<file path="src/hw/rtl/efrg_pkg.sv">
// shared types and constants for the resource grant arbiter
// no dependencies
package efrg_pkg;

    localparam int MAX_WAITERS_DEF = 16;
    localparam int TIME_BITS_DEF   = 32;
    localparam int ID_BITS         = 8;
    localparam int CFG_IDX_BITS    = 2;

    // configuration register indexes
    localparam logic [CFG_IDX_BITS-1:0] CFG_SCHED_MODE = 2'd0;
    localparam logic [CFG_IDX_BITS-1:0] CFG_BURNOUT    = 2'd1;
    localparam logic [CFG_IDX_BITS-1:0] CFG_COOLDOWN   = 2'd2;

    // item codes
    localparam logic OP_ENQUEUE = 1'b0;
    localparam logic OP_RELEASE = 1'b1;

    // scheduling codes
    localparam logic SCHED_EDF  = 1'b0;
    localparam logic SCHED_FIFO = 1'b1;

    typedef enum logic [1:0] {
        ST_IDLE,
        ST_SCAN,
        ST_DROP
    } t_state;

    typedef struct packed {
        logic load;
        logic shift;
    } t_cell_ctl;

endpackage

</file>
<file path="src/hw/rtl/efrg_cell.sv">
// one entry of the waiting list: requester id and last-service time
// depends on efrg_pkg
module efrg_cell #(
    parameter int TIME_BITS = efrg_pkg::TIME_BITS_DEF
) (
    input  logic                         i_clk,
    input  efrg_pkg::t_cell_ctl          i_ctl,
    input  logic [efrg_pkg::ID_BITS-1:0] i_new_id,
    input  logic [TIME_BITS-1:0]         i_new_time,
    input  logic [efrg_pkg::ID_BITS-1:0] i_nbr_id,
    input  logic [TIME_BITS-1:0]         i_nbr_time,
    output logic [efrg_pkg::ID_BITS-1:0] o_id,
    output logic [TIME_BITS-1:0]         o_time
);

    logic [efrg_pkg::ID_BITS-1:0] r_id;
    logic [TIME_BITS-1:0]         r_time;

    // load from the input word, or take the neighbor's entry
    always_ff @(posedge i_clk) begin
        if (i_ctl.load) begin
            r_id   <= i_new_id;
            r_time <= i_new_time;
        end else if (i_ctl.shift) begin
            r_id   <= i_nbr_id;
            r_time <= i_nbr_time;
        end
    end

    assign o_id   = r_id;
    assign o_time = r_time;

endmodule

</file>
<file path="src/hw/rtl/efrg_pick.sv">
// running earliest-deadline tracker fed from the head of the cell row
// depends on efrg_pkg
module efrg_pick #(
    parameter int TIME_BITS   = efrg_pkg::TIME_BITS_DEF,
    parameter int MAX_WAITERS = efrg_pkg::MAX_WAITERS_DEF,
    localparam int IDXW       = $clog2(MAX_WAITERS)
) (
    input  logic                         i_clk,
    input  logic                         i_step,
    input  logic                         i_first,
    input  logic [IDXW-1:0]              i_idx,
    input  logic [efrg_pkg::ID_BITS-1:0] i_id,
    input  logic [TIME_BITS-1:0]         i_time,
    input  logic [TIME_BITS-1:0]         i_burnout,
    output logic [IDXW-1:0]              o_best_idx,
    output logic [efrg_pkg::ID_BITS-1:0] o_best_id
);

    logic [TIME_BITS:0]           w_dl;
    logic [TIME_BITS:0]           r_best_dl;
    logic [IDXW-1:0]              r_best_idx;
    logic [efrg_pkg::ID_BITS-1:0] r_best_id;

    // deadline kept one bit wider so it never wraps
    assign w_dl = {1'b0, i_time} + {1'b0, i_burnout};

    // strict less-than keeps the earliest entry on ties
    always_ff @(posedge i_clk) begin
        if (i_step && (i_first || (w_dl < r_best_dl))) begin
            r_best_dl  <= w_dl;
            r_best_idx <= i_idx;
            r_best_id  <= i_id;
        end
    end

    assign o_best_idx = r_best_idx;
    assign o_best_id  = r_best_id;

endmodule

</file>
<file path="src/hw/rtl/edf_fifo_resource_grant.sv">
// resource grant arbiter: top level with sequencer, config and cell row
// depends on efrg_pkg, efrg_cell, efrg_pick
//
// enqueue and release on an empty list give their word in the cycle after
// start; a fifo grant passes through the drop state, an edf grant through the
// scan state (one full rotation of the cell row past the deadline tracker)
// and then the drop state (for the row to close the gap). busy drops in the cycle the
// result word is shown, so the next item can start then. the result strobe
// o_done is high for one cycle and cannot be stalled. synchronous reset
// clears the sequencer, the waiter count and the config registers; list
// entries stay undefined until written.
module edf_fifo_resource_grant #(
    parameter int MAX_WAITERS = efrg_pkg::MAX_WAITERS_DEF,
    parameter int TIME_BITS   = efrg_pkg::TIME_BITS_DEF
) (
    input  logic                              i_clk,
    input  logic                              i_rst_n,
    // command side
    input  logic                              start,
    output logic                              busy,
    input  logic                              i_mode,
    input  logic [efrg_pkg::ID_BITS-1:0]      i_requester_id,
    input  logic [TIME_BITS-1:0]              i_last_service_time,
    input  logic [TIME_BITS-1:0]              i_now_time,
    // result side
    output logic                              o_done,
    output logic                              o_grant_valid,
    output logic [efrg_pkg::ID_BITS-1:0]      o_granted_id,
    output logic                              o_resource_free,
    output logic [TIME_BITS-1:0]              o_ready_time,
    output logic                              o_overflow,
    // config write port
    input  logic                              i_cfg_we,
    input  logic [efrg_pkg::CFG_IDX_BITS-1:0] i_cfg_idx,
    input  logic [TIME_BITS-1:0]              i_cfg_data
);

    localparam int IDXW = $clog2(MAX_WAITERS);
    localparam int CNTW = $clog2(MAX_WAITERS + 1);
    localparam logic [CNTW-1:0] CNT_FULL = CNTW'(MAX_WAITERS);
    localparam logic [IDXW-1:0] IDX_LAST = IDXW'(MAX_WAITERS - 1);

    efrg_pkg::t_state r_state, n_state;

    // config registers
    logic                 r_sched;
    logic [TIME_BITS-1:0] r_burnout;
    logic [TIME_BITS-1:0] r_cooldown;

    // list and sequencer state
    logic [CNTW-1:0]              r_count;
    logic [IDXW-1:0]              r_scan_idx;
    logic                         r_use_pick;
    logic [efrg_pkg::ID_BITS-1:0] r_gid;
    logic [TIME_BITS-1:0]         r_now;

    // result word registers
    logic                         r_done;
    logic                         r_grant;
    logic [efrg_pkg::ID_BITS-1:0] r_gid_out;
    logic                         r_free;
    logic [TIME_BITS-1:0]         r_ready;
    logic                         r_ovf;

    // cell row
    efrg_pkg::t_cell_ctl          w_ctl  [MAX_WAITERS];
    logic [efrg_pkg::ID_BITS-1:0] w_id   [MAX_WAITERS];
    logic [TIME_BITS-1:0]         w_time [MAX_WAITERS];

    logic                         w_accept;
    logic                         w_full;
    logic                         w_scan_step;
    logic                         w_enq_write;
    logic [IDXW-1:0]              w_drop_pos;
    logic [efrg_pkg::ID_BITS-1:0] w_drop_id;
    logic [IDXW-1:0]              w_best_idx;
    logic [efrg_pkg::ID_BITS-1:0] w_best_id;

    // busy is low only in idle, so a word is taken there
    assign w_accept = start && (r_state == efrg_pkg::ST_IDLE);
    assign w_full   = (r_count == CNT_FULL);

    // winner position and id: tracker result in edf, head of list in fifo
    assign w_drop_pos = r_use_pick ? w_best_idx : '0;
    assign w_drop_id  = r_use_pick ? w_best_id  : r_gid;

    // next state
    always_comb begin
        n_state = r_state;
        case (r_state)
            efrg_pkg::ST_IDLE: begin
                if (w_accept && (i_mode == efrg_pkg::OP_RELEASE) && (r_count != '0)) begin
                    if (r_sched == efrg_pkg::SCHED_FIFO) begin
                        n_state = efrg_pkg::ST_DROP;
                    end else begin
                        n_state = efrg_pkg::ST_SCAN;
                    end
                end
            end
            efrg_pkg::ST_SCAN: begin
                // full rotation brings the row back to list order
                if (r_scan_idx == IDX_LAST) begin
                    n_state = efrg_pkg::ST_DROP;
                end
            end
            efrg_pkg::ST_DROP: begin
                n_state = efrg_pkg::ST_IDLE;
            end
            default: begin
                n_state = efrg_pkg::ST_IDLE;
            end
        endcase
    end

    // state-decoded controls
    always_comb begin
        busy        = 1'b1;
        w_scan_step = 1'b0;
        w_enq_write = 1'b0;
        for (int i = 0; i < MAX_WAITERS; i++) begin
            w_ctl[i] = '0;
        end
        case (r_state)
            efrg_pkg::ST_IDLE: begin
                busy        = 1'b0;
                w_enq_write = w_accept && (i_mode == efrg_pkg::OP_ENQUEUE) && !w_full;
                for (int i = 0; i < MAX_WAITERS; i++) begin
                    w_ctl[i].load = w_enq_write && (r_count == CNTW'(i));
                end
            end
            efrg_pkg::ST_SCAN: begin
                // only live entries feed the tracker
                w_scan_step = (CNTW'(r_scan_idx) < r_count);
                for (int i = 0; i < MAX_WAITERS; i++) begin
                    w_ctl[i].shift = 1'b1;
                end
            end
            efrg_pkg::ST_DROP: begin
                // entries behind the winner move up one place
                for (int i = 0; i < MAX_WAITERS; i++) begin
                    w_ctl[i].shift = (IDXW'(i) >= w_drop_pos);
                end
            end
            default: begin
                busy = 1'b1;
            end
        endcase
    end

    // control registers
    always_ff @(posedge i_clk) begin
        if (!i_rst_n) begin
            r_state    <= efrg_pkg::ST_IDLE;
            r_count    <= '0;
            r_done     <= 1'b0;
            r_sched    <= 1'b0;
            r_burnout  <= '0;
            r_cooldown <= '0;
        end else begin
            r_state <= n_state;
            if (i_cfg_we) begin
                case (i_cfg_idx)
                    efrg_pkg::CFG_SCHED_MODE: r_sched    <= i_cfg_data[0];
                    efrg_pkg::CFG_BURNOUT:    r_burnout  <= i_cfg_data;
                    efrg_pkg::CFG_COOLDOWN:   r_cooldown <= i_cfg_data;
                    default: begin
                        r_sched <= r_sched;
                    end
                endcase
            end
            if (w_enq_write) begin
                r_count <= r_count + CNTW'(1);
            end
            // enqueue or release on empty list answers at once, a grant after the drop
            r_done <= ((r_state == efrg_pkg::ST_IDLE) && w_accept &&
                       ((i_mode == efrg_pkg::OP_ENQUEUE) || (r_count == '0))) ||
                      (r_state == efrg_pkg::ST_DROP);
            if (r_state == efrg_pkg::ST_DROP) begin
                r_count <= r_count - CNTW'(1);
            end
        end
    end

    // datapath registers
    always_ff @(posedge i_clk) begin
        if (r_state == efrg_pkg::ST_SCAN) begin
            r_scan_idx <= r_scan_idx + IDXW'(1);
        end
        if (r_state == efrg_pkg::ST_IDLE && w_accept) begin
            r_scan_idx <= '0;
            r_now      <= i_now_time;
            r_use_pick <= (r_sched == efrg_pkg::SCHED_EDF);
            r_gid      <= w_id[0];
            r_grant    <= 1'b0;
            r_gid_out  <= '0;
            if (i_mode == efrg_pkg::OP_ENQUEUE) begin
                r_free  <= 1'b0;
                r_ready <= '0;
                r_ovf   <= w_full;
            end else begin
                r_free  <= (r_count == '0);
                r_ready <= i_now_time + r_cooldown;
                r_ovf   <= 1'b0;
            end
        end
        if (r_state == efrg_pkg::ST_DROP) begin
            r_grant   <= 1'b1;
            r_gid_out <= w_drop_id;
            r_free    <= 1'b0;
            r_ready   <= r_now + r_cooldown;
            r_ovf     <= 1'b0;
        end
    end

    // row of cells, each taking its successor's entry on a shift
    for (genvar g = 0; g < MAX_WAITERS; g++) begin : g_cell
        localparam int NXT = (g + 1) % MAX_WAITERS;
        efrg_cell #(
            .TIME_BITS (TIME_BITS)
        ) u_cell (
            .i_clk      (i_clk),
            .i_ctl      (w_ctl[g]),
            .i_new_id   (i_requester_id),
            .i_new_time (i_last_service_time),
            .i_nbr_id   (w_id[NXT]),
            .i_nbr_time (w_time[NXT]),
            .o_id       (w_id[g]),
            .o_time     (w_time[g])
        );
    end

    // deadline tracker watching the head cell as the row rotates
    efrg_pick #(
        .TIME_BITS   (TIME_BITS),
        .MAX_WAITERS (MAX_WAITERS)
    ) u_pick (
        .i_clk      (i_clk),
        .i_step     (w_scan_step),
        .i_first    (r_scan_idx == '0),
        .i_idx      (r_scan_idx),
        .i_id       (w_id[0]),
        .i_time     (w_time[0]),
        .i_burnout  (r_burnout),
        .o_best_idx (w_best_idx),
        .o_best_id  (w_best_id)
    );

    // result word
    assign o_done          = r_done;
    assign o_grant_valid   = r_grant;
    assign o_granted_id    = r_gid_out;
    assign o_resource_free = r_free;
    assign o_ready_time    = r_ready;
    assign o_overflow      = r_ovf;

endmodule
</file>
<file path="config.mk">
export PLATFORM = sky130hd
export DESIGN_NAME = edf_fifo_resource_grant
export DESIGN_NICKNAME = d
export VERILOG_FILES = /design/src/hw/rtl/efrg_pkg.sv /design/src/hw/rtl/efrg_cell.sv /design/src/hw/rtl/efrg_pick.sv /design/src/hw/rtl/edf_fifo_resource_grant.sv
export SDC_FILE = /design/constraint.sdc
export NUM_CORES = 1
export LEC_CHECK = 0
export BUFFER_PORTS_ARGS = -buffer_cell sky130_fd_sc_hd__buf_2
export CAP_MARGIN = 20
export CORE_MARGIN = 4
export CORE_UTILIZATION = 50
export CTS_BUF_LIST = sky130_fd_sc_hd__clkbuf_4
export CTS_CLUSTER_SIZE = 8
export DETAILED_ROUTE_END_ITERATION = 8
export GPL_ROUTABILITY_DRIVEN = 0
export PLACE_DENSITY = 0.75
export SLEW_MARGIN = 20
export SYNTH_ARGS = -nofsm -noshare
export SYNTH_HDL_FRONTEND = slang
export SYNTH_SLANG_ARGS = --single-unit
</file>
<file path="constraint.sdc">
create_clock -name i_clk -period 13.6 [get_ports i_clk]
set_input_delay 2.72 -clock i_clk [delete_from_list [all_inputs] [get_ports i_clk]]
set_output_delay 2.72 -clock i_clk [all_outputs]
set_load 0.03 [all_outputs]
</file>
=== Word level (Yosys, flattened, before mapping) ===
Cells that the tools add are included.

* Bits in registers: 846
* Input port bits: 111
* Output and inout port bits: 45
* Logic and storage cells: 268

* Add/subtract/negate cells: 6
* $lt $le $gt $ge: 18
* Equality and inequality tests: 23
* Muxes and demuxes: 114
* Bitwise operators: 2
* Reductions and logical operators: 55

{| class="wikitable"
|+ Operator list
! operator !! number
|-
| $mux W32 || 35
|-
| $mux W8 || 35
|-
| $add A32 B32 Y32 || 2
|-
| $eq A5 B4 Y1 const B || 8
|-
| $reduce_bool A2 Y1 || 18
|-
| $add A32 B32 Y33 || 1
|-
| $lt A33 B33 Y1 || 1
|-
| $ge A4 B4 Y1 const A || 8
|-
| $pmux W1 S2 || 16
|-
| $logic_and A1 B1 Y1 || 24
|-
| $mux W1 || 21
|-
| $eq A5 B3 Y1 const B || 4
|-
| $ge A3 B4 Y1 const A || 4
|-
| $eq A5 B2 Y1 const B || 2
|-
| $mux W5 || 2
|-
| $ge A1 B4 Y1 const A || 2
|-
| $ge A2 B4 Y1 const A || 2
|-
| $reduce_and A2 Y1 || 4
|-
| $mux W2 || 3
|-
| $add A5 B1 Y5 const B || 1
|-
| $eq A5 B1 Y1 const B || 1
|-
| $eq A5 B5 Y1 const B || 1
|-
| $logic_not A5 Y1 || 1
|-
| $lt A4 B5 Y1 || 1
|-
| other kinds (15) || 21
|}

=== Longest topological paths before layout ===
* Depth after elaboration: 7
* Mapped depth: 22

=== Modules after synthesis ===
A second synthesis with hierarchy kept.

* Cell total of the unflattened synthesis: 2,821
* Area, all modules: 43,663.1 um^2

{| class="wikitable"
|+ By module, submodules not included
! module !! instances !! cells each !! area an instance (um^2) !! seq. area each (um^2)
|-
| efrg_cell || 16 || 86 || 1,895.6 || 1,201.2
|-
| edf_fifo_resource_grant || 1 || 1,025 || 9,275.1 || 4,033.9
|-
| efrg_pick || 1 || 420 || 4,058.9 || 1,351.3
|}

=== Worst setup path after synthesis ===
No wires, ideal clock.

* Path kind: flip-flop to flip-flop
* From: reg g_cell[0].u_cell.r_time[0]
* To: reg u_pick.r_best_id (netlist bit u_pick.o_best_id[0]) (enable)
* Library setup time: 0.462 ns
* Arrival: 5.696 ns
* Data required time: 13.138 ns
* Slack: 7.442 ns
* Stages on the path, launching flop included: 23
* Path buffers: 0
* Period minus slack after synthesis: 6.158 ns
* Cell sequence: edfxtp_1 > ha_1 > inv_1 > fa_1 > nor2b_1 > o31a_1 > o211ai_1 > nand4b_1 > a31o_2 > a21o_1 > a21o_1 > a21oi_1 > xnor2_1 > ha_1 > a21o_1 > a21oi_1 > nor2b_1 > o21ai_0 > nand2b_1 > a21oi_1 > o21ai_0 > a21o_1 > a21oi_1

* Word-level cells in the longest chain between the ends: 4

{| class="wikitable"
|+ RTL lines
! item !! RTL line !! source
|-
| start, declared || efrg_cell.sv:17 || <nowiki>logic [TIME_BITS-1:0] r_time;</nowiki>
|-
| start signal, assigned || efrg_cell.sv:23 || <nowiki>r_time <= i_new_time;</nowiki>
|-
| start signal, assigned || efrg_cell.sv:26 || <nowiki>r_time <= i_nbr_time;</nowiki>
|-
| $add A32 B32 Y33 || efrg_pick.sv:25 || <nowiki>assign w_dl = {1'b0, i_time} + {1'b0, i_burnout};</nowiki>
|-
| net u_pick.w_dl[26] || efrg_pick.sv:19 || <nowiki>logic [TIME_BITS:0] w_dl;</nowiki>
|-
| $lt A33 B33 Y1 || efrg_pick.sv:29 || <nowiki>if (i_step && (i_first || (w_dl < r_best_dl))) begin</nowiki>
|-
| $logic_or A1 B1 Y1 || efrg_pick.sv:29 ||
|-
| $logic_and A1 B1 Y1 || efrg_pick.sv:29 ||
|-
| end signal, assigned || efrg_pick.sv:32 || <nowiki>r_best_id <= i_id;</nowiki>
|-
| end, declared || efrg_pick.sv:22 || <nowiki>logic [efrg_pkg::ID_BITS-1:0] r_best_id;</nowiki>
|}

The timed path passes the listed nets, and every way through them passes these cells.
A chain may end at the register's enable or synchronous reset.

=== Final worst setup path ===
* From: reg g_cell[0].u_cell.r_time[1]
* To: reg u_pick.r_best_dl[4] (enable)

* Word-level cells in the longest chain between the ends: 4

{| class="wikitable"
|+ RTL lines
! item !! RTL line !! source
|-
| $add A32 B32 Y33 || efrg_pick.sv:25 ||
|-
| net u_pick.w_dl[27] || efrg_pick.sv:19 ||
|-
| $lt A33 B33 Y1 || efrg_pick.sv:29 ||
|-
| $logic_or A1 B1 Y1 || efrg_pick.sv:29 ||
|-
| $logic_and A1 B1 Y1 || efrg_pick.sv:29 ||
|-
| end signal, assigned || efrg_pick.sv:30 || <nowiki>r_best_dl <= w_dl;</nowiki>
|-
| end, declared || efrg_pick.sv:20 || <nowiki>logic [TIME_BITS:0] r_best_dl;</nowiki>
|}

The timed path passes the listed nets, and every way through them passes these cells.

==> flow_metrics.py <==
metrics = {
    "die": {
        "ios": 156,
        "die_h_um": 290.5,
        "row_count": 103,
        "initial_utilization": 0.5052,
        "die-area_sq_mm": 0.08440,
        "core_area_sq_mm": 0.07900,
        "die_w_um": 290.5,
    },
    "routing": {
        "wirelength_um": 98870,
        "drc": 0,
        "via_count": 25040,
        "first_iter_violations": 2419,
        "viasPerCell": 5.924,
        "ant_nets": 0,
        "dr.pass1.iters": 8,
        "routedWlPerCell_um": 23.39,
    },
    "layout": {
        "layout-area-overhead-vs-synth_pct": 11.39,
        "stdcell_count": 4227,
        "fin_nets": 3267,
        "final_area_sq_mm": 0.04445,
        "drive_above_1_share": 0.3613,
        "post-route-util": 0.5627,
    },
    "placement": {
        "io_buffer_count": 155,
        "dpl.hpwl_um": 65040,
        "dp_slack_ns": 7.093,
        "dp_cells": 3852,
        "dpl-instance-area_sq_mm": 0.04168,
    },
    "power": {
        "clock_power_share": 0.270,
        "leakage_nw": 16.46,
        "total_power_mw": 7.918,
        "ir_worst_vdd_uv": 101.1,
        "p_sw_frac": 0.3142,
        "p_seq_frac": 0.502,
        "power.density_mw_per_mm2": 178.1,
        "pwr-share-comb": 0.228,
        "p_int_mw": 5.430,
        "p_sw_mw": 2.488,
    },
    "worst_setup_path": {
        "cpMostUsedCell": "a21oi_1",
        "slowest_stage": "o31ai_1",
        "setup.worst_path.end_class": "register",
        "critPathArrivalTime_ns": 6.48,
        "worst-endpoint-required_ns": 14.25,
        "startpoint_type": "register",
        "rr_startpoint": "g_cell[0].u_cell.o_time[1]",
        "critical_path.max_fanout": 33,
        "crit_chain": "ha_1, a211o_1, a21oi_1, o211ai_1, o31ai_1, nor2_1, o31ai_1, nand2_1, a31oi_1, xnor2_1, ha_1, a21oi_1, nor2b_1, o21ai_0, nand2b_1, a21oi_1, o21ai_0, a21o_1, a21oi_4, buf_4",
        "criticalPathCategory": "reg -> reg",
        "crit_start": "g_cell[0].u_cell.o_time[1]",
        "slowest_delay_ns": 0.57,
    },
    "timing": {
        "worstMarginPinSlew_ns": 1.104,
        "fmax_mhz": 171.5,
        "setup_viol": 0,
        "tns_ns": 0,
        "skew_ns": 0.09852,
        "whs_ns": 0.4605,
        "fin_ws_ns": 7.768,
        "rsz0062_at_grt": "no",
        "final_max_slew_viol_count": 0,
        "relSlewSlack": 0.2641,
        "fin_crit_sh": 0.4288,
        "hold_viol_final": 0,
        "final.min_clock_period_ns": 5.832,
    },
    "clocking": {
        "cts-root-buf": "clkbuf_4",
        "post_cts_resized": 0,
        "clk_pin_slew_ns": 0.07,
        "cts_tree": "built",
        "post_cts_buffers": 0,
        "htreeDepth": 4,
        "cts.sinks": 846,
        "cts_hold_buffers": 0,
        "clk_latency_ns": 1.05,
        "clockBufferDepth": 3,
        "cts_buffers": 208,
    },
    "outcome": {
        "status": "completed",
    },
    "global_route": {
        "grt_max_degree": 72,
        "antenna_found_initial": 4,
        "globalRouteTotalUtil": 0.2286,
        "grt_first_pass_wirelength_um": 149900,
        "overflow": 0,
        "first_global_vias": 25090,
    },
    "worst_hold_path": {
        "min_path_type": "reg -> reg",
        "hp-start": "g_cell[0].u_cell.o_id[5]",
    },
    "yosys": {
        "ys.flop_type": "edfxtp_1",
        "syn-cell-area_sq_mm": 0.03991,
        "synth_cells": 2781,
        "ys_top_cells_by_count": "766 x edfxtp_1, 603 x mux2_2, 212 x nand2_1, 159 x a21oi_1, 140 x ha_1",
        "synth_top_area_frac": 0.5764,
        "synth_warnings": 0,
        "ys_ff_latch": 846,
        "synth_most_common_cell": "edfxtp_1",
        "synth.largest_area_cell": "edfxtp_1",
        "synth.area.top_cells": "edfxtp_1 58%, mux2_2 17%, ha_1 4.4%",
        "seq_area_frac_synth": 0.6165,
        "ys_types": 82,
        "syn-num-nets": 3035,
        "synth-edff-count": 766,
        "async_reset_ff_frac": 0,
        "syn_avg_cell_area_sq_um": 14.35,
    },
    "flow_run": {
        "drv_cap": 0,
    },
}
-- state kept, by name, indices dropped and copies added, names as in the netlist, 2 cells and up --
| register | count |
|---|---|
| r_burnout | 32 |
| r_gid | 8 |
| o_ready_time | 32 |
| u_pick.o_best_id | 8 |
| r_cooldown | 32 |
| g_cell.u_cell.o_time | 512 |
| r_count | 5 |
| r_now | 32 |
| g_cell.u_cell.o_id | 128 |
| u_pick.o_best_idx | 4 |
| r_scan_idx | 4 |
| r_state | 2 |
| u_pick.r_best_dl | 33 |
| o_granted_id | 8 |
-- path summary, 6_finish.rpt --
path / end / slack [ns] / cells after the start
hold reg to reg: u_pick.o_best_id[5] / 0.46 / 0
setup reg to reg: u_pick.r_best_dl[4] / 7.77 / 20
hold / removal: u_pick.o_best_id[5] / 0.46 / 0
setup / recovery: u_pick.r_best_dl[4] / 7.77 / 20
-- critical path, delay by kind of cell, from the launching register on --
kind            cells  cell delay (ns)
compound gates     12             3.18
fa+ha+maj           2             0.64
simple gates        4             0.42
flops               1             0.48
buf+inv             1             0.50
xor+xnor            1             0.18
-- area by class of cell --
| type | count | area [sq um] |
|---|---|---|
| fill | 6266 | 34550 |
| clock buffer | 298 | 2237 |
| sequential | 846 | 24600 |
| antenna | 5 | 12.51 |
| inverter | 73 | 276.5 |
| multi-input combinational | 1712 | 14630 |
| timing repair buffer | 172 | 915.9 |
| tap | 1050 | 1314 |
| clock inverter | 71 | 466.7 |
-- per-layer routing --
metal	GRT usage	wire length [um]	vias to the layer above	part of all wire
met2	0.3404	43700	1244	0.44
li1	-	-	11210	-
met4	0.08654	3201	2	0.032
met3	0.05983	9483	229	0.096
met1	0.3240	42460	12360	0.43
met5	0	13	-	0.00013
-- layout by cell type (no fill, tap or decap), types with 13 or more instances in the layout --
cell type | synthesis | final
edfxtp_1 | 766 | 766
mux2_2 | 603 | 603
clkbuf_4 | 0 | 298
nand2_1 | 212 | 194
a21oi_1 | 159 | 158
buf_2 | 0 | 155
ha_1 | 140 | 140
dfxtp_1 | 80 | 80
inv_1 | 71 | 70
nor2_1 | 59 | 58
xnor2_1 | 53 | 53
a21o_1 | 47 | 47
clkinv_1 | 1 | 47
o21ai_0 | 46 | 41
xor2_1 | 38 | 38
mux2_1 | 37 | 37
nand3_1 | 32 | 28
o22ai_1 | 24 | 24
o21a_1 | 16 | 16
nand2_2 | 1 | 16
buf_4 | 0 | 16
nor2b_1 | 15 | 15
o211ai_1 | 15 | 15
and3_1 | 14 | 14
nand2b_1 | 14 | 13
-- logic make-up (layout without fill, tap and decap cells) --
kind of cell	count (synthesis)	after routing	synth area share
buf+inv	223	614	0.02132
flops	846	846	0.6165
compound gates	420	420	0.06741
other cells	0	5	0
fa+ha+maj	143	143	0.04540
simple gates	409	409	0.04653
mux	649	649	0.1829
xor+xnor	91	91	0.01997
-- power by group through the flow --
stage                     clock [mW]  sequential (mW)  combinational [mW]
after floorplan                    0             4.03                1.13
final                           2.14             3.97                1.81
after global routing            2.32             4.01                1.96
after CTS                       2.18             3.97                1.80
after detailed placement           0             4.01                1.78
after global placement             0             4.00                1.72
Note: power is estimated with default switching activity, not from simulation.
